**src/rtl/hsk_pkg.sv**
```systemverilog
`timescale 1ns / 1ps
`default_nettype none

package hsk_pkg;

    localparam int MAX_ITEMS = 64;
    localparam int IDX_W     = $clog2(MAX_ITEMS);
    localparam int CNT_W     = $clog2(MAX_ITEMS + 1);
    localparam int KEY_W     = 16;
    localparam int ID_W      = 16;
    localparam int PLD_W     = 32;
    localparam int PADDR_W   = 3;
    localparam int PDATA_W   = 32;

    localparam logic [CNT_W-1:0] MAX_CNT = CNT_W'(MAX_ITEMS);

    // word index of the direction register
    localparam logic [PADDR_W-3:0] REG_SORT_DESC = '0;

    typedef struct packed {
        logic [KEY_W-1:0] key;
        logic [ID_W-1:0]  id;
        logic [PLD_W-1:0] payload;
    } rec_t;

    typedef struct packed {
        logic             en;
        logic [IDX_W-1:0] addr;
        rec_t             data;
    } ram_wr_t;

    typedef enum logic [3:0] {
        ST_IDLE,
        ST_BLD,
        ST_BLD_LD,
        ST_SIFT_L,
        ST_SIFT_R,
        ST_SIFT_C,
        ST_SIFT_D,
        ST_SRT,
        ST_SRT_R0,
        ST_SRT_WE,
        ST_EMIT
    } state_t;

endpackage

`default_nettype wire

```
**src/rtl/hsk_seq.sv**
```systemverilog
`timescale 1ns / 1ps
`default_nettype none

module hsk_seq (
    input  wire logic                      clk,
    input  wire logic                      rst_n,
    input  wire logic                      start,
    input  wire hsk_pkg::rec_t             in_rec,
    input  wire logic                      last_item,
    output logic                           busy,
    output hsk_pkg::ram_wr_t               ram_wr,
    output logic [hsk_pkg::IDX_W-1:0]      ram_raddr,
    input  wire hsk_pkg::rec_t             ram_rdata,
    output logic [hsk_pkg::KEY_W-1:0]      cmp_b_key,
    input  wire logic                      cmp_above,
    output logic                           emit_valid,
    output logic                           emit_last,
    output logic                           emit_dropped
);
    import hsk_pkg::*;

    state_t            state_reg, state_next;
    logic [CNT_W-1:0]  cnt_reg, cnt_next;
    logic              ovf_reg, ovf_next;
    logic [CNT_W-1:0]  hs_reg, hs_next;
    logic [CNT_W-1:0]  bidx_reg, bidx_next;
    logic [IDX_W-1:0]  node_reg, node_next;
    logic              mode_reg, mode_next;
    rec_t              sift_reg, sift_next;
    rec_t              best_reg, best_next;
    logic [IDX_W-1:0]  best_idx_reg, best_idx_next;
    logic              child_reg, child_next;
    logic              emit_reg, emit_next;
    logic              last_reg, last_next;
    logic              drop_reg, drop_next;

    logic [CNT_W-1:0]  l_idx;
    logic [CNT_W-1:0]  r_idx;
    logic [CNT_W-1:0]  bidx_dec;
    logic [CNT_W-1:0]  bidx_inc;

    assign l_idx    = {node_reg, 1'b1};
    assign r_idx    = l_idx + CNT_W'(1);
    assign bidx_dec = bidx_reg - CNT_W'(1);
    assign bidx_inc = bidx_reg + CNT_W'(1);

    assign busy         = (state_reg != ST_IDLE);
    assign emit_valid   = emit_reg;
    assign emit_last    = last_reg;
    assign emit_dropped = drop_reg;
    assign cmp_b_key    = (state_reg == ST_SIFT_R) ? sift_reg.key : best_reg.key;

    always_comb
    begin
        state_next = state_reg;
        case (state_reg)
            ST_IDLE:
            begin
                if (start && last_item)
                begin
                    state_next = ST_BLD;
                end
            end
            ST_BLD:
            begin
                state_next = (bidx_reg != '0) ? ST_BLD_LD : ST_SRT;
            end
            ST_BLD_LD:
            begin
                state_next = ST_SIFT_L;
            end
            ST_SIFT_L:
            begin
                if (l_idx < hs_reg)
                begin
                    state_next = ST_SIFT_R;
                end
                else
                begin
                    state_next = mode_reg ? ST_SRT : ST_BLD;
                end
            end
            ST_SIFT_R:
            begin
                state_next = (r_idx < hs_reg) ? ST_SIFT_C : ST_SIFT_D;
            end
            ST_SIFT_C:
            begin
                state_next = ST_SIFT_D;
            end
            ST_SIFT_D:
            begin
                if (child_reg)
                begin
                    state_next = ST_SIFT_L;
                end
                else
                begin
                    state_next = mode_reg ? ST_SRT : ST_BLD;
                end
            end
            ST_SRT:
            begin
                state_next = (bidx_reg > CNT_W'(1)) ? ST_SRT_R0 : ST_EMIT;
            end
            ST_SRT_R0:
            begin
                state_next = ST_SRT_WE;
            end
            ST_SRT_WE:
            begin
                state_next = ST_SIFT_L;
            end
            ST_EMIT:
            begin
                if (bidx_inc == cnt_reg)
                begin
                    state_next = ST_IDLE;
                end
            end
            default:
            begin
                state_next = ST_IDLE;
            end
        endcase
    end

    always_comb
    begin
        cnt_next      = cnt_reg;
        ovf_next      = ovf_reg;
        hs_next       = hs_reg;
        bidx_next     = bidx_reg;
        node_next     = node_reg;
        mode_next     = mode_reg;
        sift_next     = sift_reg;
        best_next     = best_reg;
        best_idx_next = best_idx_reg;
        child_next    = child_reg;
        emit_next     = 1'b0;
        last_next     = 1'b0;
        drop_next     = ovf_reg;
        ram_wr        = '0;
        ram_raddr     = '0;
        case (state_reg)
            ST_IDLE:
            begin
                if (start)
                begin
                    if (cnt_reg < MAX_CNT)
                    begin
                        ram_wr.en   = 1'b1;
                        ram_wr.addr = cnt_reg[IDX_W-1:0];
                        ram_wr.data = in_rec;
                        cnt_next    = cnt_reg + CNT_W'(1);
                    end
                    else
                    begin
                        ovf_next = 1'b1;
                    end
                    if (last_item)
                    begin
                        hs_next   = cnt_next;
                        bidx_next = cnt_next >> 1;
                        mode_next = 1'b0;
                    end
                end
            end
            ST_BLD:
            begin
                if (bidx_reg != '0)
                begin
                    ram_raddr = bidx_dec[IDX_W-1:0];
                    node_next = bidx_dec[IDX_W-1:0];
                    bidx_next = bidx_dec;
                end
                else
                begin
                    bidx_next = cnt_reg;
                    mode_next = 1'b1;
                end
            end
            ST_BLD_LD:
            begin
                sift_next = ram_rdata;
            end
            ST_SIFT_L:
            begin
                if (l_idx < hs_reg)
                begin
                    ram_raddr = l_idx[IDX_W-1:0];
                end
                else
                begin
                    ram_wr.en   = 1'b1;
                    ram_wr.addr = node_reg;
                    ram_wr.data = sift_reg;
                end
            end
            ST_SIFT_R:
            begin
                if (cmp_above)
                begin
                    best_next     = ram_rdata;
                    best_idx_next = l_idx[IDX_W-1:0];
                    child_next    = 1'b1;
                end
                else
                begin
                    best_next  = sift_reg;
                    child_next = 1'b0;
                end
                if (r_idx < hs_reg)
                begin
                    ram_raddr = r_idx[IDX_W-1:0];
                end
            end
            ST_SIFT_C:
            begin
                if (cmp_above)
                begin
                    best_next     = ram_rdata;
                    best_idx_next = r_idx[IDX_W-1:0];
                    child_next    = 1'b1;
                end
            end
            ST_SIFT_D:
            begin
                ram_wr.en   = 1'b1;
                ram_wr.addr = node_reg;
                ram_wr.data = child_reg ? best_reg : sift_reg;
                if (child_reg)
                begin
                    node_next = best_idx_reg;
                end
            end
            ST_SRT:
            begin
                if (bidx_reg > CNT_W'(1))
                begin
                    ram_raddr = bidx_dec[IDX_W-1:0];
                end
                else
                begin
                    bidx_next = '0;
                end
            end
            ST_SRT_R0:
            begin
                // tail entry becomes the value sifted from the root
                sift_next = ram_rdata;
                ram_raddr = '0;
            end
            ST_SRT_WE:
            begin
                ram_wr.en   = 1'b1;
                ram_wr.addr = bidx_dec[IDX_W-1:0];
                ram_wr.data = ram_rdata;
                hs_next     = bidx_dec;
                node_next   = '0;
                bidx_next   = bidx_dec;
            end
            ST_EMIT:
            begin
                ram_raddr = bidx_reg[IDX_W-1:0];
                emit_next = 1'b1;
                last_next = (bidx_inc == cnt_reg);
                bidx_next = bidx_inc;
                if (bidx_inc == cnt_reg)
                begin
                    cnt_next = '0;
                    ovf_next = 1'b0;
                end
            end
            default:
            begin
                emit_next = 1'b0;
            end
        endcase
    end

    always_ff @(posedge clk or negedge rst_n)
    begin
        if (!rst_n)
        begin
            state_reg <= ST_IDLE;
            cnt_reg   <= '0;
            ovf_reg   <= 1'b0;
            hs_reg    <= '0;
            bidx_reg  <= '0;
            node_reg  <= '0;
            mode_reg  <= 1'b0;
            child_reg <= 1'b0;
            emit_reg  <= 1'b0;
            last_reg  <= 1'b0;
            drop_reg  <= 1'b0;
        end
        else
        begin
            state_reg <= state_next;
            cnt_reg   <= cnt_next;
            ovf_reg   <= ovf_next;
            hs_reg    <= hs_next;
            bidx_reg  <= bidx_next;
            node_reg  <= node_next;
            mode_reg  <= mode_next;
            child_reg <= child_next;
            emit_reg  <= emit_next;
            last_reg  <= last_next;
            drop_reg  <= drop_next;
        end
    end

    always_ff @(posedge clk)
    begin
        sift_reg     <= sift_next;
        best_reg     <= best_next;
        best_idx_reg <= best_idx_next;
    end

endmodule

`default_nettype wire

```
**config.mk**
```make
export PLATFORM = sky130hd
export DESIGN_NAME = hsk_seq
export DESIGN_NICKNAME = d
export VERILOG_FILES = /design/src/rtl/hsk_pkg.sv /design/src/rtl/hsk_seq.sv
export SDC_FILE = /design/constraint.sdc
export NUM_CORES = 1
export LEC_CHECK = 0
export BUFFER_PORTS_ARGS = -buffer_cell sky130_fd_sc_hd__buf_2
export CAP_MARGIN = 15
export CORE_ASPECT_RATIO = 0.5
export CORE_MARGIN = 2
export CORE_UTILIZATION = 49
export CTS_CLUSTER_DIAMETER = 100
export CTS_CLUSTER_SIZE = 14
export DETAILED_ROUTE_END_ITERATION = 7
export PLACE_DENSITY = 0.81
export SETUP_SLACK_MARGIN = 0.5
export SLEW_MARGIN = 5
export SYNTH_ARGS = -nofsm -noshare
export SYNTH_HDL_FRONTEND = slang
export SYNTH_SLANG_ARGS = --single-unit
```
**constraint.sdc**
```tcl
create_clock -name clk -period 6.1 [get_ports clk]
set_input_delay 0 -clock clk [delete_from_list [all_inputs] [get_ports clk]]
set_output_delay 0 -clock clk [all_outputs]
set_load 0.01 [all_outputs]
```
==> metrics.cfg <==
[die]
die_area_sq_um=20500
ios=230
die_width_um=201
dieHeight_um=102
start_util_pct=50.8
core_area_sq_um=18700
num_rows=35

[critical_path]
required_ns=6.17
crit_chain=nand2b_1, nor3b_1, or2_2, buf_4
crit_fanout=38
crit_arrival_ns=3.70
crit_buf_inv=1
slowest_delay_ns=0.95
setup.worst_path.end_class=flip-flop
cp_slowest_cell=nor3b_1
path_delay_family=simple AND/OR/NAND/NOR gates
reg2reg_setup_slack_ns=2.47
start_kind=flip-flop
worstSetupPathType=reg2reg

[power]
power_density_nw_per_um2=494
ir_drop_v=0.000297
p_leak_nw=5.21
power.total_mw=5.94

[cts]
ctsResizeCount=0
cts_sinks=171
ctsHtreeMaxLevel=4
cts_buffers=17
cts_root_buf=clkbuf_16
clock_latency_ns=0.43
cts_tree=yes
clk_pin_slew_worst_paths_ns=0.07
clockBufferDepth=2

[routing]
drtIter0Drc=1246
vias_per_cell=6.16
wl_per_cell_um=20.8
vias=8760
drc_errors=4
dr.pass1.iters=8
wirelength_mm=29.5
ant_nets=0

[timing]
relSlewSlack_pct=27.0
period_needed_ns=3.63
fin_ws_ns=2.47
fmax_ghz=0.275
setup_violations=0
hold_viol=0
report.final.slew_viol_count=0
fin_skew_ns=0.0104
whs_ns=0.0579
worst_pin_slew_ns=1.09
rsz0062_at_grt=false
timing.final.crit_share_pct=59.5
fin_tns_setup_ns=0

[global_route]
grt_max_degree=81
first_global_vias=8394
antenna_found_initial=1
track_usage_pct=28.0
gr-total-overflow=0
grt_pass1_wl_mm=45.0

[final_layout]
mostFrequentLayoutCells=buf_2, nand2_1, edfxtp_1
final_cell_area_sq_um=12000
drive_gt1_share_pct=28.5
area_growth_pct=26.9
layout_commonest_cell=buf_2
final_cell_count_no_fill=1423
utilization_pct=64.5
layout.nets=1301

[yosys]
synth-edff-count=134
synth_top_area_share_pct=42.5
synthAdderAreaFrac_pct=2.38
synth_xor_area_share_pct=2.68
synth_top_family_by_area=simple AND/OR/NAND/NOR gates
synth-compound-area-share_pct=14.9
syn-num-nets=1040
synthMuxAreaShare_pct=8.27
ys_seq_area_share_pct=52.2
ys_ff_latch=171
synth_warnings=0
async_flop_share_pct=21.6
synth_area_sq_um=9480
ys_top_cells_by_area=edfxtp_1, dfrtp_1, nand2_1
synth.distinct_cells=69
ys.flop_type=edfxtp_1
synth-simple-area-share_pct=15.7
avgSynthCellArea_sq_um=10.7
synth_top_area_cell=edfxtp_1
syn_inst=889

[flow_run]
drv_cap=0

[placement]
port_buffers=229
routabilityCongestion=0.967
dp_hpwl_mm=18.7
dp.cells=1324
place_ws_ns=2.55
placed_cell_area_sq_um=10800

[min_path]
min_path_type=in2reg

[outcome]
status=finished with violations
violations=design-rule violations

-- repair_timing --
item                                   4_1_cts  5_1_grt
setup buffers                                0        0
endpoints found under the hold margin      166        0
hold buffers                                66        0
-- routing by layer --
layer | up-vias | share of wire [%] | track usage, %
met3 | 93 | 8.8 | 5.52
li1 | 3866 | - | -
met1 | 4249 | 38 | 35.1
met4 | 0 | 3.6 | 13.8
met5 | - | 0 | 0
met2 | 552 | 49 | 47.5
-- synthesized netlist by cell type (all sizes together), types with 2 or more instances --
library cell,n
nand2,218
and2,4
nor2,59
inv,21
nand3,15
a222oi,65
a22oi,8
xor2,12
or2,3
o221ai,3
o21ai,20
a31oi,4
o311ai,2
a221o,5
edfxtp,134
a21oi,20
nand4,2
buf,28
a221oi,2
o22ai,5
xnor2,17
and3,2
clkbuf,34
ha,18
dfrtp,37
nor2b,6
o21a,2
o31ai,4
o211ai,4
or3,5
o21bai,2
nor3,12
a22o,4
mux2i,4
mux2,66
nand2b,6
nor3b,5
a211o,5
a21o,8
a211oi,5
-- layout make-up --
type / instances / area [sq um]
clock inverter: 14 / 158
timing repair buffer: 304 / 1870
fill: 1467 / 6630
multi-input combinational: 635 / 4210
inverter: 21 / 78.8
clock buffer: 18 / 429
tap: 259 / 324
sequential: 171 / 4950
antenna: 1 / 2.50
-- worst min-delay path, delay by kind of cell --
family	cells	cell delay (ns)
buf+inv	1	0.13
simple gates	1	0.20
compound gates	1	0.11
-- report_power, final --
part,leakage (nW),switching [mW],total (mW),internal [mW]
clock network,0.283,0.524,1.11,0.581
logic,3.24,1.67,2.73,1.05
registers,1.69,0.370,2.11,1.74
total,5.21,2.57,5.94,3.37
-- logic make-up after synthesis --
logic type / count (synthesis)
DFF: 171
xor gates and xnor gates: 29
buffers and inverters: 83
adders and majority gates: 18
muxes: 70
and+or+nand+nor: 344
AOI/OAI and AO/OA: 174
-- path summary, 6_finish.rpt --
kind                                           from                 endpoint  cells past startpoint
max in group asynchronous                     rst_n  bidx_reg[5]$_DFFE_PN0P_                      2
setup / recovery           state_reg[2]$_DFFE_PN0P_   best_reg[58]$_DFFE_PP_                      4
min in group asynchronous                     rst_n    hs_reg[2]$_DFFE_PN0P_                      2
setup reg to reg           state_reg[2]$_DFFE_PN0P_   best_reg[58]$_DFFE_PP_                      4
hold reg to reg               drop_next$_DFFE_PN0P_   emit_dropped$_DFF_PN0_                      0
hold / removal                                start   cnt_reg[4]$_DFFE_PN0P_                      3
(Power assumes the default switching activity.)
