$ cat src/rtl/hsk_pkg.sv
`timescale 1ns / 1ps
`default_nettype none

package hsk_pkg;

    localparam int MAX_ITEMS = 64;
    localparam int IDX_W     = $clog2(MAX_ITEMS);
    localparam int CNT_W     = $clog2(MAX_ITEMS + 1);
    localparam int KEY_W     = 16;
    localparam int ID_W      = 16;
    localparam int PLD_W     = 32;
    localparam int PADDR_W   = 3;
    localparam int PDATA_W   = 32;

    localparam logic [CNT_W-1:0] MAX_CNT = CNT_W'(MAX_ITEMS);

    // word index of the direction register
    localparam logic [PADDR_W-3:0] REG_SORT_DESC = '0;

    typedef struct packed {
        logic [KEY_W-1:0] key;
        logic [ID_W-1:0]  id;
        logic [PLD_W-1:0] payload;
    } rec_t;

    typedef struct packed {
        logic             en;
        logic [IDX_W-1:0] addr;
        rec_t             data;
    } ram_wr_t;

    typedef enum logic [3:0] {
        ST_IDLE,
        ST_BLD,
        ST_BLD_LD,
        ST_SIFT_L,
        ST_SIFT_R,
        ST_SIFT_C,
        ST_SIFT_D,
        ST_SRT,
        ST_SRT_R0,
        ST_SRT_WE,
        ST_EMIT
    } state_t;

endpackage

`default_nettype wire

$ cat src/rtl/hsk_cmp.sv
`timescale 1ns / 1ps
`default_nettype none

// a ranks above b: larger key for max-heap, smaller key for min-heap
module hsk_cmp (
    input  wire logic [hsk_pkg::KEY_W-1:0] a_key,
    input  wire logic [hsk_pkg::KEY_W-1:0] b_key,
    input  wire logic                      desc,
    output logic                           above
);
    import hsk_pkg::*;

    always_comb
    begin
        if (desc)
        begin
            above = (a_key < b_key);
        end
        else
        begin
            above = (a_key > b_key);
        end
    end

endmodule

`default_nettype wire

$ cat config.mk
export PLATFORM = sky130hd
export DESIGN_NAME = hsk_cmp
export DESIGN_NICKNAME = d
export VERILOG_FILES = /design/src/rtl/hsk_pkg.sv /design/src/rtl/hsk_cmp.sv
export SDC_FILE = /design/constraint.sdc
export NUM_CORES = 1
export LEC_CHECK = 0
export BUFFER_PORTS_ARGS = -buffer_cell sky130_fd_sc_hd__buf_4
export CAP_MARGIN = 5
export CORE_AREA = 10 10 47 49
export DETAILED_ROUTE_END_ITERATION = 8
export DIE_AREA = 0 0 57 59
export GPL_TIMING_DRIVEN = 0
export PLACE_DENSITY = 0.77
export SLEW_MARGIN = 15
export SYNTH_ARGS = -nofsm -noshare
export SYNTH_HDL_FRONTEND = slang
export SYNTH_SLANG_ARGS = --single-unit
$ cat constraint.sdc
create_clock -name vclk -period 5.4
set_input_delay 0.81 -clock vclk [all_inputs]
set_output_delay 0.81 -clock vclk [all_outputs]
set_load 0.1 [all_outputs]
==> results.toml, run 1 <==
[outcome]
status = "completed"

[layout]
seq_cells = 0
fin_nets = 141
final_util = 0.499
drive_gt1_frac = 0.411
clkbuf_count = 0
area_delta_synth_final_pct = 64.9
layout.cells.non_filler = 106
antenna_cells = 0
final-seq-area_um2 = 0

[timing]
maxSlewViolCount = 0
clock.fmax_mhz = 305
tightest_slew_ps = 312
slew_headroom = 0.791
min_period_ps = 3280
timing.final.crit_share = 0.607
finalSetupTns_ps = 0
hold_slack_ps = 2110
setup_viol = 0
rsz0062_at_grt = "no"
hold_viol = 0

[floorplan]
die_y_um = 59
core_um2 = 1400
die_w_um = 57
ioPinCount = 34
start_util = 0.303
die_area_um2 = 3360
row_count = 14

[clocking]
ctsResizeCount = 0
hold_buffers = 0
cts_setup_buffers = 0

[routing]
vias = 510
routed_wl_um = 1170
ant_nets = 0
remaining_drc_errors = 0
initialDrtViolationCount = 4
drt-wirelength-per-cell_um = 11.0
firstDrtPassIters = 2
drt-vias-per-instance = 4.81

[global_route]
grt_pass1_vias = 526
grt_util_all_layers = 0.0654
grt-ovfl-total = 0
grt_max_degree = 5
antenna_found_initial = 0
grt_pass1_wl_um = 1990

[synthesis]
synth.avg_cell_area_um2 = 7.57
synth.distinct_cells = 15
synth_area_um2 = 424
netlist_instances = 56
synth_fp_nets = 105
ys_warn_count = 0
yosysSeqAreaShare = 0

[worst_setup_path]
required_ps = 4590
start_kind = "input pin"
worstPathMaxFanout = 2
criticalPathCategory = "input pin to primary output"
cpMaxStageDelayCell = "mux2_1"
crit_chain = "buf_4 -> ha_1 -> nor2b_2 -> o211ai_1 -> a2111oi_2 -> nor4b_2 -> mux2_1 -> buf_4"
cp_data_arrival_time_ps = 2470
critical_path.endpoint = "above"
cp-startpoint = "a_key[1]"
crit_path_end_kind = "primary output"
path_common_cell = "buf_4"
slowest_delay_ps = 350

[power]
p_leak_nw = 0.422
p_per_area_nw_per_um2 = 75.2
p_switching_mw = 0.0239
clockPowerShare = 0
p_sw_frac = 0.453
seq_power_share = 0
share_comb_of_total_power = 1.000
p_int_mw = 0.0288
ir_drop_uv = 47.3

[place]
placement.io_buffers = 34
post-dp-hpwl_um = 1160
dp.cells = 106
gp_congestion = 0.739

[flow_run]
maxCapViolations = 0

[min_path]
hold_path_class = "input pin to primary output"
worst max-delay path, delay by kind of cell:
kind                       cells  cell delay (ps)
adders and majority gates      1              290
buffers and inverters          2              350
and+or+nand+nor                2              380
AOI/OAI and AO/OA              2              300
muxes                          1              350
cell families (layout without fill, tap and decap cells):
group           count (synthesis)  after routing  synth area share
fa+ha+maj                      16             16             0.472
simple gates                   12             12             0.183
mux                             1              1            0.0265
buf+inv                        16             50             0.142
compound gates                 11             11             0.177
cell usage in the layout, fill, tap and decap left out, types with 2 or more instances in the layout:
cell type	Yosys	routed
nand4_1	4	4
buf_4	0	34
nand3_1	3	3
a21oi_1	6	6
inv_1	16	16
a21o_1	2	2
ha_1	16	16
worst min-delay path by stage:
stage,end,cells past startpoint,from
after floorplan,above,1,desc
after global placement,above,3,desc
after detailed placement,above,3,desc
after CTS,above,3,desc
after global routing,above,3,desc
final,above,3,desc
synthesized netlist by cell type, drive strengths merged:
cell type	n	area, um^2
mux2	1	11.3
nand3	3	15.0
a21oi	6	30.0
nor2b	1	8.76
a21o	2	15.0
ha	16	200
nand4	4	25.0
a2111oi	1	15.0
o211ai	1	7.51
nor4	1	6.26
a211oi	1	7.51
inv	16	60.1
nand2	1	3.75
nor4b	1	15.0
nor2	1	3.75
layer usage:
layer	vias up	global-route usage	routed length, um
li1	269	-	-
met1	221	0.0681	447
met2	20	0.127	587
met3	0	0.0258	134
met4	0	0	0
met5	-	0	0
final cells by class:
cell class	instances	area (um^2)
repair buffers	34	255
fillers	155	702
well taps	16	20.0
inverters	16	60.1
multi-input cells	40	364
power groups by stage:
stage	combinational [mW]	sequential (mW)	clock, mW
after global placement	0.0518	0	0
after detailed placement	0.0534	0	0
after CTS	0.0538	0	0
final	0.0526	0	0
after floorplan	0.0288	0	0
after global routing	0.0597	0	0
per-stage QoR:
step           worst slack, ps  power [mW]  cell area (um^2)
2_1_floorplan             2090      0.0288               424
3_3_place_gp              2110      0.0518               699
3_5_place_dp              2110      0.0534               699
4_1_cts                   2100      0.0538               699
5_1_grt                   2020      0.0597               699
6_report                  2120      0.0526               699
No activity file was read; power rests on OpenSTA's default activity.
==> run 2: changes to the inputs <==
- PLACE_DENSITY: 0.77 -> 0.8
- clock period: 5.4 -> 2.9 ns (I/O delays scaled with it)
==> run 2 against run 1 <==
Against the previous run: design area unchanged; core utilization stayed put; first-iteration DRC count is 50% lower.
==> results.toml, run 2 (same netlist as run 1, synthesis figures left out) <==
[floorplan]
row_count = 14
start_util = 0.303
die_w_um = 57
ioPinCount = 34
core_um2 = 1400
die_area_um2 = 3360
die_y_um = 59

[layout]
final_common_cell = "buf_4"
n_fill_cell = 149
antenna_cells = 0
fin_nets = 141
drive_gt1_frac = 0.411
clkbuf_count = 0
seq_cells = 0
area_delta_synth_final_pct = 64.9
final-seq-area_um2 = 0
multiInputGateArea_um2 = 364
final_cell_mix = "buf_4, inv_1, ha_1"

[flow_run]
maxCapViolations = 0

[timing]
rsz0062_at_grt = "no"
setup_slack_ps = 393
setup_viol = 0
slew_headroom = 0.791
tightest_slew_ps = 313
finalSetupTns_ps = 0
min_period_ps = 2510
maxSlewViolCount = 0
timing.final.crit_share = 0.864
clock.fmax_mhz = 399
hold_slack_ps = 1350
hold_viol = 0

[global_route]
groute.layer.met3.usage = 0.0236
grt_util_all_layers = 0.0657
grt_pass1_wl_um = 2020
antenna_found_initial = 0
grt_pass1_vias = 540
grt-ovfl-total = 0
grt_max_degree = 5
grt_use_met1 = 0.0642
gr-max-usage-layer = "met2"
grtUsageMet2 = 0.135

[min_path]
worst_hold_startpoint = "desc"
hold_path_class = "input pin to primary output"

[routing]
initialDrtViolationCount = 2
firstDrtPassIters = 2
drt-wirelength-per-cell_um = 10.9
drt-vias-per-instance = 4.65
vias = 493
ant_nets = 0
remaining_drc_errors = 0
routed_wl_um = 1160

[clocking]
hold_buffers = 0
cts_setup_buffers = 0
ctsResizeCount = 0

[place]
post-place-ws_ps = 364
placement.io_buffers = 34
gp_congestion = 0.760
post-dp-hpwl_um = 1140

[worst_setup_path]
worstPathMaxFanout = 2
start_kind = "input pin"
crit_path_end_kind = "primary output"
cp_data_arrival_time_ps = 2070
criticalPathCategory = "input pin to primary output"
required_ps = 2470
cp-startpoint = "a_key[1]"
critical_path.endpoint = "above"

[outcome]
status = "completed"

[power]
ir_drop_uv = 87.2
p_per_area_nw_per_um2 = 140
p_leak_nw = 0.422
-- run 2: cell counts in the layout (fill, tap and decap cells not counted) --
No cell type changed its count.
-- run 2: stage by stage --
step | utilization | std cells | area (um^2) | total power, mW
CTS | 0.499 | 106 | 699 | 0.0997
finish | 0.499 | 106 | 699 | 0.0979
global route | 0.499 | 106 | 699 | 0.111
floorplan | - | 56 | 424 | 0.0536
global placement | 0.499 | 106 | 699 | 0.0961
detailed placement | 0.499 | 106 | 699 | 0.0990
-- run 2: area by class of cell --
cell class	count	share of cell area
Multi-Input combinational cell	40	0.521
Tap cell	16	0.0286
Inverter	16	0.0859
Timing Repair Buffer	34	0.365
-- run 2: worst min path at each step --
stage,end,slack (ps),cells after the start
global route,above,1370,3
global placement,above,1350,3
detailed placement,above,1350,3
finish,above,1350,3
CTS,above,1360,3
floorplan,above,1530,1
-- run 2: worst max-delay path, stage by stage --
cell and delay (ps):
buf_4 110, ha_1 290, nor2b_2 150, o211ai_1 180, a2111oi_2 100, nor4b_2 220
mux2_1 340, buf_4 240
-- run 2: layer usage --
| metal | vias to the layer above | wire length [um] |
|---|---|---|
| li1 | 268 | - |
| met1 | 208 | 417 |
| met2 | 17 | 618 |
| met3 | 0 | 120 |
| met4 | 0 | 0 |
| met5 | - | 0 |
-- run 2: power by group --
part | switching, mW | internal [mW] | total, mW
Clock | 0 | 0 | 0
Combinational | 0.0443 | 0.0536 | 0.0979
Sequential | 0 | 0 | 0
==> run 3: changes to the inputs <==
- ABC_AREA: default -> 1
- PLACE_DENSITY: 0.8 -> 0.87
==> run 3 against run 2 <==
Against the previous run: wire length is 15% higher; design area is 11% higher; total power is 15% higher; synthesized area is 19% higher; die area stayed put.
==> results.toml, run 3 <==
[timing]
timing.final.crit_share = 0.769
hold_slack_ps = 1380
maxSlewViolCount = 0
setup_viol = 0
min_period_ps = 2230
tightest_slew_ps = 284
finalSetupTns_ps = 0
setup_slack_ps = 671
slew_headroom = 0.813
hold_viol = 0
rsz0062_at_grt = "no"
clock.fmax_mhz = 449

[place]
placed_area_um2 = 778
post-dp-hpwl_um = 1320
dp.cells = 133
gp_congestion = 0.722
placement.io_buffers = 34
post-place-ws_ps = 671

[layout]
fin_area_um2 = 778
antenna_cells = 0
layout.cells.non_filler = 133
multiInputGateArea_um2 = 405
n_fill_cell = 138
area_delta_synth_final_pct = 54.7
clkbuf_count = 0
final-seq-area_um2 = 0
final_util = 0.555
final_common_cell = "buf_4"
drive_gt1_frac = 0.385
final_cell_mix = "buf_4, nand2_1, inv_1"
fin_nets = 168
seq_cells = 0

[worst_setup_path]
start_kind = "input pin"
criticalPathCategory = "input pin to primary output"
cpMaxStageDelayCell = "ha_1"
worstPathMaxFanout = 2
crit_chain = "buf_4 -> ha_1 -> nand2_2 -> inv_1 -> nand2_1 -> nand2_1 -> a21oi_1 -> nand3_2 -> nand2_1 -> nand2_1 -> inv_1 -> buf_4"
required_ps = 2470
path_common_cell = "nand2_1"
crit_path_end_kind = "primary output"
slowest_delay_ps = 310
cp_data_arrival_time_ps = 1790

[synthesis]
netlist_instances = 83
yosysSeqAreaShare = 0
ys_top_cells_by_area = "ha_1, nand2_1, inv_1, a21oi_1, nor2_4"
yosys.area.top_type = "ha_1"
synth_fp_nets = 132
synth_area_um2 = 503
yosysMostFrequentCell = "nand2_1"
ys_warn_count = 0
synth.distinct_cells = 13
synth.avg_cell_area_um2 = 6.06
yosys.area.top_type_share = 0.398
synth_commonest_cells = "nand2_1, inv_1, ha_1"

[power]
p_per_area_nw_per_um2 = 145
ir_drop_uv = 76.0
finalPower_mw = 0.113
p_int_mw = 0.0558
clockPowerShare = 0
seq_power_share = 0
p_switching_mw = 0.0569
p_leak_nw = 0.521
p_sw_frac = 0.505
share_comb_of_total_power = 1.000

[routing]
firstDrtPassIters = 2
initialDrtViolationCount = 3
remaining_drc_errors = 0
drt-wirelength-per-cell_um = 10.0
vias = 592
ant_nets = 0
drt-vias-per-instance = 4.45
routed_wl_um = 1330

[floorplan]
die_area_um2 = 3360
die_w_um = 57
ioPinCount = 34
row_count = 14
core_um2 = 1400
die_y_um = 59
start_util = 0.359

[global_route]
grt_pass1_vias = 584
grt_pass1_wl_um = 2250
antenna_found_initial = 0
grt_util_all_layers = 0.0753
grt-ovfl-total = 0
grt_max_degree = 4

[clocking]
ctsResizeCount = 0
hold_buffers = 0
cts_setup_buffers = 0

[flow_run]
maxCapViolations = 0

[min_path]
hold_path_class = "input pin to primary output"

[outcome]
status = "completed"
==> run 3: cell count changes in the layout (fill, tap and decap cells not counted), sizes merged, moves of 2 or more <==
cell | previous run | this run
a21o | 2 | 0
inv | 16 | 26
nand2 | 1 | 27
nand4 | 4 | 1
nor2 | 1 | 4
==> run 3: cell families (layout without fill, tap and decap cells) <==
kind of cell | Yosys count | after routing | synth area share
fa+ha+maj | 16 | 16 | 0.398
buf+inv | 26 | 60 | 0.194
compound gates | 6 | 6 | 0.0647
simple gates | 35 | 35 | 0.343
==> run 3: critical path, delay by kind of cell <==
kind            cells  cell delay (ps)
buf+inv             4              480
simple gates        6              380
fa+ha+maj           1              310
compound gates      1              180
==> run 3: power groups by stage <==
stage / registers (mW) / clock network (mW) / logic [mW]
finish: 0 / 0 / 0.113
CTS: 0 / 0 / 0.115
global route: 0 / 0 / 0.129
global placement: 0 / 0 / 0.110
floorplan: 0 / 0 / 0.0674
detailed placement: 0 / 0 / 0.115
==> run 3: layout make-up <==
class	instances	area share
Inverter	26	0.125
Multi-Input combinational cell	57	0.521
Tap cell	16	0.0257
Timing Repair Buffer	34	0.328
==> run 3: path summary, 6_finish.rpt <==
kind,from,to,slack [ps],cells after the start
worst max-delay path,a_key[15],above,670,12
worst min-delay path,desc,above,1380,7
==> run 3: per-layer routing <==
layer / up-vias / part of all wire / track usage
met5: - / 0 / 0
met4: 0 / 0 / 0
met3: 0 / 0.068 / 0.0193
met2: 17 / 0.57 / 0.166
met1: 256 / 0.36 / 0.0690
li1: 319 / - / -
